$ cat config.mk
export PLATFORM = sky130hd
export DESIGN_NAME = rf_pll_calibration_sequencer
export DESIGN_NICKNAME = d
export VERILOG_FILES = /design/src/design/pcs_pkg.sv /design/src/design/pcs_step.sv /design/src/design/pcs_outbuf.sv /design/src/design/rf_pll_calibration_sequencer.sv
export SDC_FILE = /design/constraint.sdc
export NUM_CORES = 1
export LEC_CHECK = 0
export ABC_CLOCK_PERIOD_IN_PS = 9500
export BUFFER_PORTS_ARGS = -buffer_cell sky130_fd_sc_hd__buf_2
export CELL_PAD_IN_SITES_DETAIL_PLACEMENT = 1
export CELL_PAD_IN_SITES_GLOBAL_PLACEMENT = 2
export CORE_MARGIN = 10
export CORE_UTILIZATION = 35
export CTS_CLUSTER_SIZE = 10
export DETAILED_ROUTE_END_ITERATION = 12
export GPL_ROUTABILITY_DRIVEN = 0
export HOLD_SLACK_MARGIN = 0.08
export PLACE_DENSITY = 0.83
export SLEW_MARGIN = 25
export SYNTH_ARGS = -nofsm -noshare
export SYNTH_HDL_FRONTEND = slang
export SYNTH_SLANG_ARGS = --single-unit
$ cat constraint.sdc
create_clock -name aclk -period 9.5 [get_ports aclk]
set_input_delay 0.95 -clock aclk [delete_from_list [all_inputs] [get_ports aclk]]
set_output_delay 0.95 -clock aclk [all_outputs]
set_load 0.005 [all_outputs]
$ cat src/design/pcs_pkg.sv
// Shared types, register codes and constants of the PLL calibration sequencer.
package pcs_pkg;

    // Sequencer phases.
    typedef enum logic [3:0] {
        PH_IDLE,
        PH_TX_POLL,
        PH_TX_WAIT,
        PH_TX_CHECK,
        PH_CAL7_POLL,
        PH_CAL7_WAIT,
        PH_CAL4_POLL,
        PH_CAL4_WAIT,
        PH_CAL_CHECK,
        PH_CAL_FINAL,
        PH_TAIL_IF
    } phase_t;

    // Input item kinds.
    typedef enum logic [1:0] {
        CMD_TX_SETUP,
        CMD_CALIBRATE,
        CMD_REPLY,
        CMD_TICK
    } cmd_t;

    // Configuration register indexes.
    typedef enum logic [1:0] {
        CFG_TX_ANALOG,
        CFG_PA_LEVEL,
        CFG_MAX_ATTEMPTS,
        CFG_TIMEOUT_MS
    } cfg_index_t;

    // Radio register addresses.
    localparam logic [6:0] ADDR_MAIN      = 7'h00;
    localparam logic [6:0] ADDR_INTERFACE = 7'h01;
    localparam logic [6:0] ADDR_LOCK      = 7'h15;
    localparam logic [6:0] ADDR_ANALOG    = 7'h17;
    localparam logic [6:0] ADDR_CALIBRATE = 7'h1B;
    localparam logic [6:0] ADDR_PA_CTRL   = 7'h1C;
    localparam logic [6:0] ADDR_STATUS    = 7'h40;

    // Register values and status bits.
    localparam logic [7:0] CAL_START_CMD  = 8'hB4;
    localparam logic [7:0] MAIN_TX_MODE   = 8'hC1;
    localparam logic [7:0] LOCK_PIN_MODE  = 8'h20;
    localparam logic [7:0] BIT_CAL_DONE   = 8'h80;
    localparam logic [7:0] BIT_PLL_LOCK   = 8'h10;

    // Configuration reset values.
    localparam logic [7:0] RST_TX_ANALOG    = 8'd71;
    localparam logic [7:0] RST_PA_LEVEL     = 8'd240;
    localparam logic [3:0] RST_MAX_ATTEMPTS = 4'd4;
    localparam logic [7:0] RST_TIMEOUT_MS   = 8'd30;

    // Results per input item.
    localparam int MAX_RES = 4;
    localparam int RES_IDX_W = $clog2(MAX_RES);
    localparam int CNT_W = $clog2(MAX_RES + 1);

    typedef struct packed {
        logic [7:0] tx_analog;
        logic [7:0] pa_level;
        logic [3:0] max_attempts;
        logic [7:0] timeout_ms;
    } cfg_t;

    typedef struct packed {
        logic       is_write;
        logic [6:0] reg_addr;
        logic [7:0] write_data;
        logic       finished;
        logic       locked;
    } res_t;

    // All results caused by one input item, in issue order from index 0.
    typedef struct packed {
        res_t [MAX_RES-1:0] res;
        logic [CNT_W-1:0]   count;
    } batch_t;

    function automatic res_t mk_write(logic [6:0] addr, logic [7:0] data);
        res_t r;
        r = '0;
        r.is_write = 1'b1;
        r.reg_addr = addr;
        r.write_data = data;
        return r;
    endfunction

    function automatic res_t mk_read(logic [6:0] addr);
        res_t r;
        r = '0;
        r.reg_addr = addr;
        return r;
    endfunction

    function automatic res_t mk_report(logic lock);
        res_t r;
        r = '0;
        r.finished = 1'b1;
        r.locked = lock;
        return r;
    endfunction

endpackage

$ cat src/design/pcs_step.sv
// Sequencer state and the single-pass logic that turns one input item into its results.
module pcs_step (
    input  logic           aclk,
    input  logic           aresetn,
    input  logic           item_valid,
    input  pcs_pkg::cmd_t  item_cmd,
    input  logic [7:0]     item_data,
    input  pcs_pkg::cfg_t  cfg,
    input  logic           fire,
    output pcs_pkg::batch_t batch
);
    import pcs_pkg::*;

    phase_t     phase_reg, phase_next;
    logic [3:0] attempts_reg, attempts_next;
    logic [7:0] ticks_reg, ticks_next;
    logic       lock_reg, lock_next;
    logic       in_tx_reg, in_tx_next;

    always_comb begin
        logic                 f_begin;
        logic                 f_start;
        logic                 f_end;
        logic                 f_tail;
        logic                 data_lock;
        logic [3:0]           att_dec;
        logic [CNT_W-1:0]     k;
        res_t [MAX_RES-1:0]   res;

        phase_next = phase_reg;
        attempts_next = attempts_reg;
        ticks_next = ticks_reg;
        lock_next = lock_reg;
        in_tx_next = in_tx_reg;
        f_begin = 1'b0;
        f_start = 1'b0;
        f_end = 1'b0;
        f_tail = 1'b0;
        data_lock = (item_data & BIT_PLL_LOCK) != 8'd0;
        att_dec = attempts_reg - 4'd1;
        k = '0;
        res = '0;

        unique case (item_cmd)
            CMD_TX_SETUP: begin
                if (phase_reg == PH_IDLE) begin
                    in_tx_next = 1'b1;
                    res[0] = mk_write(ADDR_PA_CTRL, 8'd0);
                    res[1] = mk_write(ADDR_ANALOG, cfg.tx_analog);
                    res[2] = mk_write(ADDR_MAIN, MAIN_TX_MODE);
                    res[3] = mk_read(ADDR_STATUS);
                    k = CNT_W'(4);
                    ticks_next = cfg.timeout_ms;
                    phase_next = PH_TX_POLL;
                end
            end
            CMD_CALIBRATE: begin
                if (phase_reg == PH_IDLE) begin
                    in_tx_next = 1'b0;
                    f_begin = 1'b1;
                end
            end
            CMD_TICK: begin
                // A tick only counts while a poll is waiting between reads.
                if (phase_reg == PH_TX_WAIT || phase_reg == PH_CAL7_WAIT ||
                    phase_reg == PH_CAL4_WAIT) begin
                    ticks_next = ticks_reg - 8'd1;
                    res[0] = mk_read(ADDR_STATUS);
                    k = CNT_W'(1);
                    if (phase_reg == PH_TX_WAIT) begin
                        phase_next = PH_TX_POLL;
                    end else if (phase_reg == PH_CAL7_WAIT) begin
                        phase_next = PH_CAL7_POLL;
                    end else begin
                        phase_next = PH_CAL4_POLL;
                    end
                end
            end
            CMD_REPLY: begin
                unique case (phase_reg)
                    PH_TX_POLL: begin
                        if (data_lock || ticks_reg == 8'd0) begin
                            res[0] = mk_read(ADDR_STATUS);
                            k = CNT_W'(1);
                            phase_next = PH_TX_CHECK;
                        end else begin
                            phase_next = PH_TX_WAIT;
                        end
                    end
                    PH_TX_CHECK: begin
                        if (data_lock) begin
                            lock_next = 1'b1;
                            f_tail = 1'b1;
                        end else begin
                            f_begin = 1'b1;
                        end
                    end
                    PH_CAL7_POLL: begin
                        if ((item_data & BIT_CAL_DONE) != 8'd0 || ticks_reg == 8'd0) begin
                            res[0] = mk_read(ADDR_STATUS);
                            k = CNT_W'(1);
                            ticks_next = cfg.timeout_ms;
                            phase_next = PH_CAL4_POLL;
                        end else begin
                            phase_next = PH_CAL7_WAIT;
                        end
                    end
                    PH_CAL4_POLL: begin
                        if (data_lock || ticks_reg == 8'd0) begin
                            res[0] = mk_read(ADDR_STATUS);
                            k = CNT_W'(1);
                            phase_next = PH_CAL_CHECK;
                        end else begin
                            phase_next = PH_CAL4_WAIT;
                        end
                    end
                    PH_CAL_CHECK: begin
                        if (data_lock) begin
                            f_end = 1'b1;
                        end else begin
                            attempts_next = att_dec;
                            if (att_dec != 4'd0) begin
                                f_start = 1'b1;
                            end else begin
                                f_end = 1'b1;
                            end
                        end
                    end
                    PH_CAL_FINAL: begin
                        if (in_tx_reg) begin
                            lock_next = data_lock;
                            f_tail = 1'b1;
                        end else begin
                            res[0] = mk_report(data_lock);
                            k = CNT_W'(1);
                            phase_next = PH_IDLE;
                        end
                    end
                    PH_TAIL_IF: begin
                        // Read-modify-write of the interface register clears the lock bit.
                        res[0] = mk_write(ADDR_INTERFACE, item_data & ~BIT_PLL_LOCK);
                        res[1] = mk_write(ADDR_LOCK, LOCK_PIN_MODE);
                        res[2] = mk_report(lock_reg);
                        k = CNT_W'(3);
                        phase_next = PH_IDLE;
                        in_tx_next = 1'b0;
                    end
                    default: begin
                    end
                endcase
            end
        endcase

        // Shared sequence tails, appended in the order in which they are issued.
        if (f_begin) begin
            res[k[RES_IDX_W-1:0]] = mk_write(ADDR_PA_CTRL, 8'd0);
            k = k + CNT_W'(1);
            attempts_next = cfg.max_attempts;
            if (cfg.max_attempts == 4'd0) begin
                f_end = 1'b1;
            end else begin
                f_start = 1'b1;
            end
        end
        if (f_start) begin
            res[k[RES_IDX_W-1:0]] = mk_write(ADDR_CALIBRATE, CAL_START_CMD);
            k = k + CNT_W'(1);
            res[k[RES_IDX_W-1:0]] = mk_read(ADDR_STATUS);
            k = k + CNT_W'(1);
            ticks_next = cfg.timeout_ms;
            phase_next = PH_CAL7_POLL;
        end
        if (f_end) begin
            res[k[RES_IDX_W-1:0]] = mk_write(ADDR_PA_CTRL, cfg.pa_level);
            k = k + CNT_W'(1);
            res[k[RES_IDX_W-1:0]] = mk_read(ADDR_STATUS);
            k = k + CNT_W'(1);
            phase_next = PH_CAL_FINAL;
        end
        if (f_tail) begin
            res[k[RES_IDX_W-1:0]] = mk_write(ADDR_PA_CTRL, cfg.pa_level);
            k = k + CNT_W'(1);
            res[k[RES_IDX_W-1:0]] = mk_read(ADDR_INTERFACE);
            k = k + CNT_W'(1);
            phase_next = PH_TAIL_IF;
        end

        batch.res = res;
        batch.count = item_valid ? k : '0;
    end

    always_ff @(posedge aclk) begin
        if (!aresetn) begin
            phase_reg <= PH_IDLE;
            attempts_reg <= '0;
            ticks_reg <= '0;
            lock_reg <= 1'b0;
            in_tx_reg <= 1'b0;
        end else if (fire) begin
            phase_reg <= phase_next;
            attempts_reg <= attempts_next;
            ticks_reg <= ticks_next;
            lock_reg <= lock_next;
            in_tx_reg <= in_tx_next;
        end
    end

endmodule

$ cat src/design/pcs_outbuf.sv
// Result register bank that hands out one item's results one transfer at a time.
module pcs_outbuf (
    input  logic            aclk,
    input  logic            aresetn,
    input  logic            load,
    input  pcs_pkg::batch_t batch,
    output logic            buf_free,
    output logic            m_tvalid,
    input  logic            m_tready,
    output logic [15:0]     m_tdata,
    output logic [1:0]      m_tuser,
    output logic            m_tlast
);
    import pcs_pkg::*;

    res_t [MAX_RES-1:0] buf_reg;
    logic [CNT_W-1:0]   rem_reg;
    logic [RES_IDX_W-1:0] ptr_reg;
    res_t               cur;

    assign cur = buf_reg[ptr_reg];
    assign m_tvalid = rem_reg != '0;
    assign m_tlast = rem_reg == CNT_W'(1);
    assign m_tdata = {cur.locked, cur.write_data, cur.reg_addr};
    assign m_tuser = {cur.finished, cur.is_write};
    // Free when empty, or once the last pending result leaves in this cycle.
    assign buf_free = (rem_reg == '0) || (m_tlast && m_tready);

    always_ff @(posedge aclk) begin
        if (load && batch.count != '0) begin
            buf_reg <= batch.res;
        end
    end

    always_ff @(posedge aclk) begin
        if (!aresetn) begin
            rem_reg <= '0;
            ptr_reg <= '0;
        end else if (load && batch.count != '0) begin
            rem_reg <= batch.count;
            ptr_reg <= '0;
        end else if (m_tvalid && m_tready) begin
            rem_reg <= rem_reg - CNT_W'(1);
            ptr_reg <= ptr_reg + RES_IDX_W'(1);
        end
    end

endmodule

$ cat src/design/rf_pll_calibration_sequencer.sv
// Top level of the radio PLL bring-up and calibration sequencer.
// Each input transfer (start command, status read reply or millisecond tick) is held
// in an input register, processed in one pass that updates the sequencer state and
// produces zero to four results (register accesses and, where a sequence ends, a
// completion report last), and those results leave through a small result bank at
// one transfer per cycle while m_tready is high, the last one marked by m_tlast. An
// item with no results bypasses the result bank. A new item is taken while the
// previous one's last result is still waiting. Configuration is written through
// cfg_we, cfg_index and cfg_data; the user must do so only while the sequencer is
// idle, as the block itself does not enforce it.
module rf_pll_calibration_sequencer (
    input  logic        aclk,
    input  logic        aresetn,
    input  logic        s_tvalid,
    output logic        s_tready,
    input  logic [7:0]  s_tdata,   // read_data
    input  logic [1:0]  s_tuser,   // cmd
    output logic        m_tvalid,
    input  logic        m_tready,
    output logic [15:0] m_tdata,   // reg_addr[6:0], write_data[14:7], locked[15]
    output logic [1:0]  m_tuser,   // is_write[0], finished[1]
    output logic        m_tlast,
    input  logic        cfg_we,
    input  logic [1:0]  cfg_index,
    input  logic [7:0]  cfg_data
);
    import pcs_pkg::*;

    logic       in_valid_reg;
    cmd_t       in_cmd_reg;
    logic [7:0] in_data_reg;
    cfg_t       cfg_reg;
    batch_t     batch;
    logic       buf_free;
    logic       fire;

    // An item with no results never needs the result bank.
    assign fire = in_valid_reg && (buf_free || batch.count == '0);
    assign s_tready = !in_valid_reg || fire;

    always_ff @(posedge aclk) begin
        if (s_tvalid && s_tready) begin
            in_cmd_reg <= cmd_t'(s_tuser);
            in_data_reg <= s_tdata;
        end
    end

    always_ff @(posedge aclk) begin
        if (!aresetn) begin
            in_valid_reg <= 1'b0;
        end else if (s_tvalid && s_tready) begin
            in_valid_reg <= 1'b1;
        end else if (fire) begin
            in_valid_reg <= 1'b0;
        end
    end

    always_ff @(posedge aclk) begin
        if (!aresetn) begin
            cfg_reg.tx_analog <= RST_TX_ANALOG;
            cfg_reg.pa_level <= RST_PA_LEVEL;
            cfg_reg.max_attempts <= RST_MAX_ATTEMPTS;
            cfg_reg.timeout_ms <= RST_TIMEOUT_MS;
        end else if (cfg_we) begin
            unique case (cfg_index_t'(cfg_index))
                CFG_TX_ANALOG:    cfg_reg.tx_analog <= cfg_data;
                CFG_PA_LEVEL:     cfg_reg.pa_level <= cfg_data;
                CFG_MAX_ATTEMPTS: cfg_reg.max_attempts <= cfg_data[3:0];
                CFG_TIMEOUT_MS:   cfg_reg.timeout_ms <= cfg_data;
            endcase
        end
    end

    pcs_step u_step (
        .aclk       (aclk),
        .aresetn    (aresetn),
        .item_valid (in_valid_reg),
        .item_cmd   (in_cmd_reg),
        .item_data  (in_data_reg),
        .cfg        (cfg_reg),
        .fire       (fire),
        .batch      (batch)
    );

    pcs_outbuf u_outbuf (
        .aclk     (aclk),
        .aresetn  (aresetn),
        .load     (fire),
        .batch    (batch),
        .buf_free (buf_free),
        .m_tvalid (m_tvalid),
        .m_tready (m_tready),
        .m_tdata  (m_tdata),
        .m_tuser  (m_tuser),
        .m_tlast  (m_tlast)
    );

endmodule

==> flow_summary_export.csv <==
group,metric,value,unit
outcome,status,"finished, final reports clean",
die,coreArea,0.0181,mm^2
pwr,power.switching,0.514,mW
global_route,grt_pass1_wl,31.2,mm
logic_synthesis,synth_top_area_share,31.9,%
routing,wl_per_cell,21.3,um
sta,fin_skew,8.09,ps
worst_setup_path,crit_start,"u_step.phase_reg[1]$_SDFFE_PN0P_",
die,dieHeight,156,um
placed_design,hpwlAfterDp,14.0,mm
pwr,pwr-share-seq,37.7,%
finish,final_cells,920,
routing,drc_errors,0,
finish,area_growth,16.2,%
logic_synthesis,postSynthCellCount,640,
clock_tree,cts_resized,0,
logic_synthesis,postSynth.asyncResetShare,0,%
worst_setup_path,critical_path_arrival,3860,ps
finish,layout_commonest_cell,"nand2_1",
finish,drive_gt1_share,17.1,%
die,die_x,156,um
worst_setup_path,required,8550,ps
logic_synthesis,syn-cell-area,0.00650,mm^2
sta,tightest_slew,988,ps
finish,diodes,0,
pwr,p_comb_share,23.0,%
die,rows,49,
worst_setup_path,r2r-end,"u_outbuf.buf_reg[28]$_DFFE_PP_",
clock_tree,post_cts_buffers,0,
hold_path,hold_class,"flop to flop",
global_route,antenna_found_initial,0,
global_route,grt_usage,16.4,%
finish,nets,721,
pwr,p_per_area,230,mW/mm^2
worst_setup_path,start_kind,"flop",
worst_setup_path,cp-end-kind,"output port",
logic_synthesis,yosysWarnings,0,
routing,finalWirelength,19.6,mm
sta,setup_viol,0,
clock_tree,cts_buffer_depth,2,
clock_tree,cts_hold_buf,0,
pwr,leakage,2.84,nW
routing,dr_total_vias,5236,
sta,hold_viol,0,
die,dieArea,0.0244,mm^2
sta,period_share,50.7,%
run,drv_cap,0,
finish,most-common-layout-cells,"nand2_1, edfxtp_1, nor2_1, dfxtp_1, buf_2",
clock_tree,cts.clk_slew.worst_paths,50,ps
placed_design,port_buffers,44,
routing,ant_nets,0,
global_route,grt_pass1_vias,5484,
clock_tree,root_buffer,"clkbuf_16",
clock_tree,cts.sinks,121,
sta,fin_setup_tns,0,ps
worst_setup_path,worstReg2RegStart,"in_cmd_reg[0]$_DFFE_PP_",
sta,period_minus_slack,4810,ps
logic_synthesis,avgSynthCellArea,10.2,um^2
logic_synthesis,synth_edf_count,69,
hold_path,hold_depth,2,
worst_setup_path,crit_path_max_fanout,26,
die,start_util,35.9,%
pwr,clkPwrFrac,39.2,%
finish,largest_reg_flops,59,
routing,vias_per_cell,5.69,
logic_synthesis,ys.flop_type,"edfxtp_1",
pwr,ir_drop,0.119,mV
pwr,p_int,1.22,mW
worst_setup_path,r2r_slack,5260,ps
logic_synthesis,ys_seq_area_share,47.9,%
worst_setup_path,r2r_cells,10,
clock_tree,cts_tree,"built",
pwr,switching_share,29.7,%
logic_synthesis,synth_top_area_cell,"edfxtp_1",
sta,max_freq,208,MHz
placed_design,dp_cells,888,
logic_synthesis,synth.area.top_cells,"edfxtp_1, dfxtp_1, mux4_2, mux2i_1, nand2_1",
routing,drt_iter0_drc,305,
sta,rsz0062_at_grt,"false",
sta,relSlewSlack,34.1,%
hold_path,worstHoldStart,"cfg_reg[5]$_SDFFE_PN0P_",
routing,first_pass_iters,5,
sta,slew_viol_final,0,
die,ios,46,
clock_tree,htreeDepth,4,
clock_tree,clock_latency,430,ps
logic_synthesis,synth-seq-cells,121,
clock_tree,numCtsBuffers,17,
worst_setup_path,crit_type,"flop to output port",
logic_synthesis,yosysUniqueCellTypes,74,
global_route,grt_max_degree,64,
hold_path,min_to,"cfg_reg[5]$_SDFFE_PN0P_",
global_route,grt_overflow,0,
synth_stat cells, drive strengths merged (4+ instances only):
master and number:
a21oi 42, o31ai 5, or3 5, nand3b 5, a21o 9, o211ai 4
nand4 5, nor3 12, o21ai 25, or3b 4, nand2 74, dfxtp 52
a31oi 4, buf 8, and2 5, clkbuf 34, nor2b 10, nor3b 6
nor2 62, mux4 15, o22ai 5, nand2b 9, a211oi 14, xnor2 5
a22oi 6, mux2i 31, o32ai 8, nand3 10, inv 21, edfxtp 69
or4 4, ha 18
logic make-up (layout without fill, tap and decap cells):
| family | after synthesis | count (layout) | share of synthesized area (%) |
|---|---|---|---|
| other | 1 | 8 | 0.0577 |
| flip-flops | 121 | 121 | 47.9 |
| multiplexers | 48 | 48 | 10.3 |
| AO/OA/AOI/OAI | 150 | 150 | 15.6 |
| buffers and inverters | 65 | 109 | 4.06 |
| adder cells (fa/ha/maj) | 18 | 18 | 3.47 |
| AND/OR/NAND/NOR | 230 | 230 | 17.6 |
| XOR/XNOR | 7 | 7 | 0.944 |
stage by stage:
step	worst slack, ps	utilization [%]	hold slack (ps)	power (mW)	area [um^2]
after global routing	4380	41.7	476	1.82	7550
final	4690	41.7	463	1.73	7550
after detailed placement	5120	38.4	455	1.06	6940
after floorplan	4620	-	432	0.929	6520
after global placement	5180	38.3	451	1.05	6930
after CTS	4680	41.7	463	1.75	7550
worst max-delay path by stage:
stage                                               end  slack (ps)  cells past startpoint
after floorplan           u_outbuf.buf_reg[0]$_DFFE_PP_        4620                      7
after detailed placement                       s_tready        5120                      8
after global routing                           s_tready        4380                      8
after global placement         in_data_reg[5]$_DFFE_PP_        5180                      7
after CTS                                      s_tready        4680                      8
final                                          s_tready        4690                      8
power by group through the flow:
stage               clock [mW]  combinational, mW  sequential (mW)
global route             0.711              0.445            0.660
detailed placement           0              0.400            0.664
finish                   0.679              0.399            0.654
floorplan                    0              0.287            0.642
CTS                      0.689              0.403            0.654
global placement             0              0.386            0.659
layout make-up:
cell class	count	area (um^2)
Fill cell	1988	10500
Multi-Input combinational cell	461	3160
Sequential cell	121	3110
Clock buffer	19	433
Timing Repair Buffer	54	295
Tap cell	229	287
Clock inverter	13	176
Inverter	23	86.3
routing by layer:
| metal | wire, um | vias to the layer above | global-route usage, % |
|---|---|---|---|
| met3 | 777 | 14 | 2.88 |
| li1 | - | 2435 | - |
| met1 | 8780 | 2679 | 21.1 |
| met5 | 0 | - | 0 |
| met2 | 9820 | 108 | 27.4 |
| met4 | 242 | 0 | 5.53 |
worst max-delay path, cell delays in order (launching register included):
cell,delay (ps)
dfxtp_1,890
nor2_1,290
nand3_2,220
clkinv_1,280
or4_4,560
nor4_1,750
nor2_1,230
inv_1,100
buf_2,120
Note: power is estimated with default switching activity, not from simulation.
